File: src/rtl/size_class_block_allocator_core_macros.svh
// Assertion macros shared by the allocator RTL.
`ifndef SIZE_CLASS_BLOCK_ALLOCATOR_CORE_MACROS_SVH
`define SIZE_CLASS_BLOCK_ALLOCATOR_CORE_MACROS_SVH
`ifndef SYNTHESIS
`define SCBA_ASSERT(label, prop, msg) \
    label: assert property (@(posedge clk) disable iff (!rst_n) (prop)) else $error(msg);
`define SCBA_ASSERT_NEXT(label, ante, cons, msg) \
    label: assert property (@(posedge clk) disable iff (!rst_n) (ante) |=> (cons)) \
        else $error(msg);
`else
`define SCBA_ASSERT(label, prop, msg)
`define SCBA_ASSERT_NEXT(label, ante, cons, msg)
`endif
`endif

File: src/rtl/scba_ram.sv
module scba_ram #(
    parameter int WIDTH  = 8,
    parameter int DEPTH  = 16,
    parameter int ADDR_W = (DEPTH > 1) ? $clog2(DEPTH) : 1
) (
    input  logic              clk,
    input  logic              we,
    input  logic [ADDR_W-1:0] waddr,
    input  logic [WIDTH-1:0]  wdata,
    input  logic [ADDR_W-1:0] raddr,
    output logic [WIDTH-1:0]  rdata
);

    logic [WIDTH-1:0] mem [DEPTH];

    always_ff @(posedge clk)
    begin
        if (we)
        begin
            mem[waddr] <= wdata;
        end
        rdata <= mem[raddr];
    end

endmodule

File: config.mk
export PLATFORM = sky130hd
export DESIGN_NAME = scba_ram
export DESIGN_NICKNAME = d
export VERILOG_FILES = /design/src/rtl/size_class_block_allocator_core_macros.svh /design/src/rtl/scba_ram.sv
export SDC_FILE = /design/constraint.sdc
export NUM_CORES = 1
export LEC_CHECK = 0
export BUFFER_PORTS_ARGS = -buffer_cell sky130_fd_sc_hd__buf_2
export CAP_MARGIN = 40
export CORE_MARGIN = 3
export CORE_UTILIZATION = 35
export CTS_BUF_LIST = sky130_fd_sc_hd__clkbuf_4 sky130_fd_sc_hd__clkbuf_8
export DETAILED_ROUTE_END_ITERATION = 16
export GPL_TIMING_DRIVEN = 0
export SLEW_MARGIN = 20
export SYNTH_ARGS = -nofsm -noshare
export SYNTH_HDL_FRONTEND = slang
export SYNTH_SLANG_ARGS = --single-unit
File: constraint.sdc
create_clock -name clk -period 2.42 [get_ports clk]
set_input_delay 0.484 -clock clk [delete_from_list [all_inputs] [get_ports clk]]
set_output_delay 0.484 -clock clk [all_outputs]
set_load 0.03 [all_outputs]
Yosys cells after proc, flatten, opt, wreduce, memory -nomap -nowiden
Memories as Yosys holds them, arrays and structs flattened. A register that Yosys moved wholly into a read port is not among the register bits. Cells that the tools add are included.

Flip-flop bits (word level): 0. RAM bits: 128. Input port bits: 18. Output and inout port bits: 8. Word-level logic and storage cells: 3. Memories: 1.

Memories: mem (depth 16, width 8, rd ports 1, clocked after Yosys merged registers in 1, write ports 1, RTL line scba_ram.sv:14) `logic [WIDTH-1:0] mem [DEPTH];`.

Mux-type cells: 2.

Operators by type and width (number): $mux W1 (2).

Longest topological paths before layout
Depth in word-level cells: 2. Gate-level depth with buffers: 5. Gate-level depth less buffers: 3.

Worst setup path before layout
Ideal clock, no wire load.

Kind: input to register. Start: in waddr[2]. End: mem mem[0][0] (enable). Library setup time: 0.383 ns. Arrival: 1.594 ns. Data required time: 2.037 ns. Setup slack: 0.443 ns. Stages on the path: 2. Buffers on the path: 0. Path through: or3b_2 -> nor3_1.

RTL lines: from (decl) (RTL line scba_ram.sv:8) `input logic [ADDR_W-1:0] waddr,`; to (decl) (RTL line scba_ram.sv:14).

Straight into the memory's write port.

Final worst setup path
Start: in waddr[2]. End: mem mem[0][7] (enable).

Straight into the memory's write port.

==> flow_summary.ini <==
[status]
status = completed

[yosys]
async_flop_share_pct = 0
ys_dominant_reg_cell = edfxtp_1
yosysUniqueCellTypes = 19
ys_seq_elements = 136
synth_edf_count = 128
synth_top_area_share_pct = 74.7
yosys.area_share.simple_pct = 3.18
synthCells = 229
yosys_warnings = 0
synth_area_leaders = edfxtp_1 75%, mux4_2 7.9%, mux4_1 7.1%
synth_top_family_by_area = multiplexers
syn_area_um2 = 5150
synth_top_area_cell = edfxtp_1
syn_nets = 247
yosysMostFrequentCell = edfxtp_1
synth-xor-area-share_pct = 0
synth_mux_area_share_pct = 15.0
synth.yosys.seq_area_share_pct = 77.8
synth.top_cells.by_count = 128 x edfxtp_1, 18 x mux4_2, 16 x a22oi_1, 14 x mux4_1, 13 x nor2_1
synth_fa_ha_area_share_pct = 0
synth_compound_area_share_pct = 2.33
avgSynthCellArea_um2 = 22.5

[worst_setup_path]
worstSetupStartpointType = input port
crit_buf_inv = 1
max_stage_delay_ns = 0.56
worstPathRequired_ns = 2.48
critPathSlowestCell = nor3_2
crit_family = simple AND/OR/NAND/NOR gates
cp_max_fo = 8
arrival_ns = 1.69
crit_type = in -> reg
cp_cell_sequence = buf_2 > or3b_2 > nor3_2
cp-end-kind = flip-flop

[pwr]
p_leak_nw = 1.98
power.density_nw_per_um2 = 786
ir_drop_v = 0.000459
power.total_mw = 4.67

[global_route]
first_global_vias = 2483
grt_max_degree = 17
grt_pass1_wl_um = 15200
antenna_found_initial = 0
gr-total-overflow = 0
grtUsageTotal_pct = 13.5

[timing]
finalCritPeriodShare_pct = 67.6
rsz0062_at_grt = no
max_freq_ghz = 0.611
slew_viol_final = 0
tightestPinTransition_ns = 0.827
setup_viol = 0
timing.final.crit_period_ns = 1.64
hold_viol = 0
finClkSkew_ns = 0.00801
relSlewSlack_pct = 44.6

[placement]
io_buffers = 24
placed_cell_area_um2 = 5510
hpwl_um = 6470
gp_congestion = 0.809

[layout]
area_growth_pct = 15.3
drive_above_1_share_pct = 32.3
final_core_util_pct = 42.0
n_antenna_cell = 0
layout.nets = 296
design_area_um2 = 5940

[floorplan]
die_w_um = 127
io_pins = 26
core_region_area_um2 = 14100
rows = 43
die_h_um = 127
initial_core_util_pct = 36.4
fp.dieArea_um2 = 16200

[cts]
cts_root_buf = clkbuf_8
clockBufferDepth = 2
cts_made_buffers = 17
cts_tree = done
postCtsResizedCells = 0
cts_setup_buffers = 0
h-tree-depth = 4
cts_sinks = 136
ctsHoldBuffers = 0
worstSkewPairLatency_ns = 0.43
clkTransAtPathRegs_ns = 0.07

[worst_hold_path]
hold_class = in -> reg

[route]
wl_per_cell_um = 21.4
firstDrtPassIters = 4
routed_wl_um = 10100
post-route-drc-count = 0
drtAntennaViolNets = 0
vias_per_cell = 5.09
drtIter0Drc = 239
num_vias = 2398

[run]
drv_cap = 0
## per-stage QoR
| step | setup slack, ns | instances | TNS [ns] | hold slack [ns] |
|---|---|---|---|---|
| global route | 0.710 | 471 | 0 | 0.423 |
| floorplan | 0.443 | 229 | 0 | 0.583 |
| CTS | 0.654 | 465 | 0 | 0.415 |
| finish | 0.783 | 471 | 0 | 0.447 |
| detailed placement | 0.184 | 433 | 0 | 0.675 |
| global placement | -0.127 | 433 | -1.01 | 0.670 |
## final timing paths
kind                            startpoint   endpoint  slack, ns  cells after the start
worst max register to register   mem[1][3]   rdata[3]       0.89                      3
worst min register to register  mem[15][3]   rdata[3]       0.69                      3
worst min-delay path              wdata[6]  mem[9][6]       0.45                      1
worst max-delay path              waddr[2]  mem[0][7]       0.78                      3
## cell families (layout without fill, tap and decap cells)
| group | count (synthesis) | after routing |
|---|---|---|
| AND/OR/NAND/NOR | 35 | 35 |
| multiplexers | 32 | 32 |
| AO/OA/AOI/OAI | 16 | 16 |
| buffers and inverters | 10 | 72 |
| flip-flops | 136 | 136 |
## layout by cell type, fill, tap and decap left out, types with 2 or more instances in the layout
cell type,count
dfxtp_1,8
nor2_1,13
nand2_1,9
buf_2,27
clkbuf_4,8
edfxtp_1,128
buf_4,7
clkdlybuf4s25_2,3
buf_6,3
a22oi_1,16
mux4_1,14
nand3b_1,2
nand2b_1,2
mux4_2,18
nor3_2,4
clkbuf_8,20
clkinv_2,2
## power by group
part	switching (mW)	internal (mW)
clock network	0.758	0.980
registers	0.0117	2.63
logic	0.178	0.107
total	0.948	3.72
## cell type report
class / instances / area [um^2]
tap: 180 / 225
buffer: 10 / 86.3
multi-input combinational: 83 / 1080
clock inverter: 4 / 43.8
sequential: 136 / 4000
timing repair buffer: 30 / 165
clock buffer: 28 / 335
fill: 1247 / 8210
## layer usage
layer	vias to the layer above	share of wire, %	track usage [%]
met5	-	0	0
met4	0	1.3	6.44
met3	9	8.2	3.93
met2	83	47	20.1
met1	1237	44	18.2
li1	1069	-	-
## sequential cells by signal (all words and copies together) (netlist names)
register  flops
mem         128
rdata         8
(Power assumes the default switching activity.)
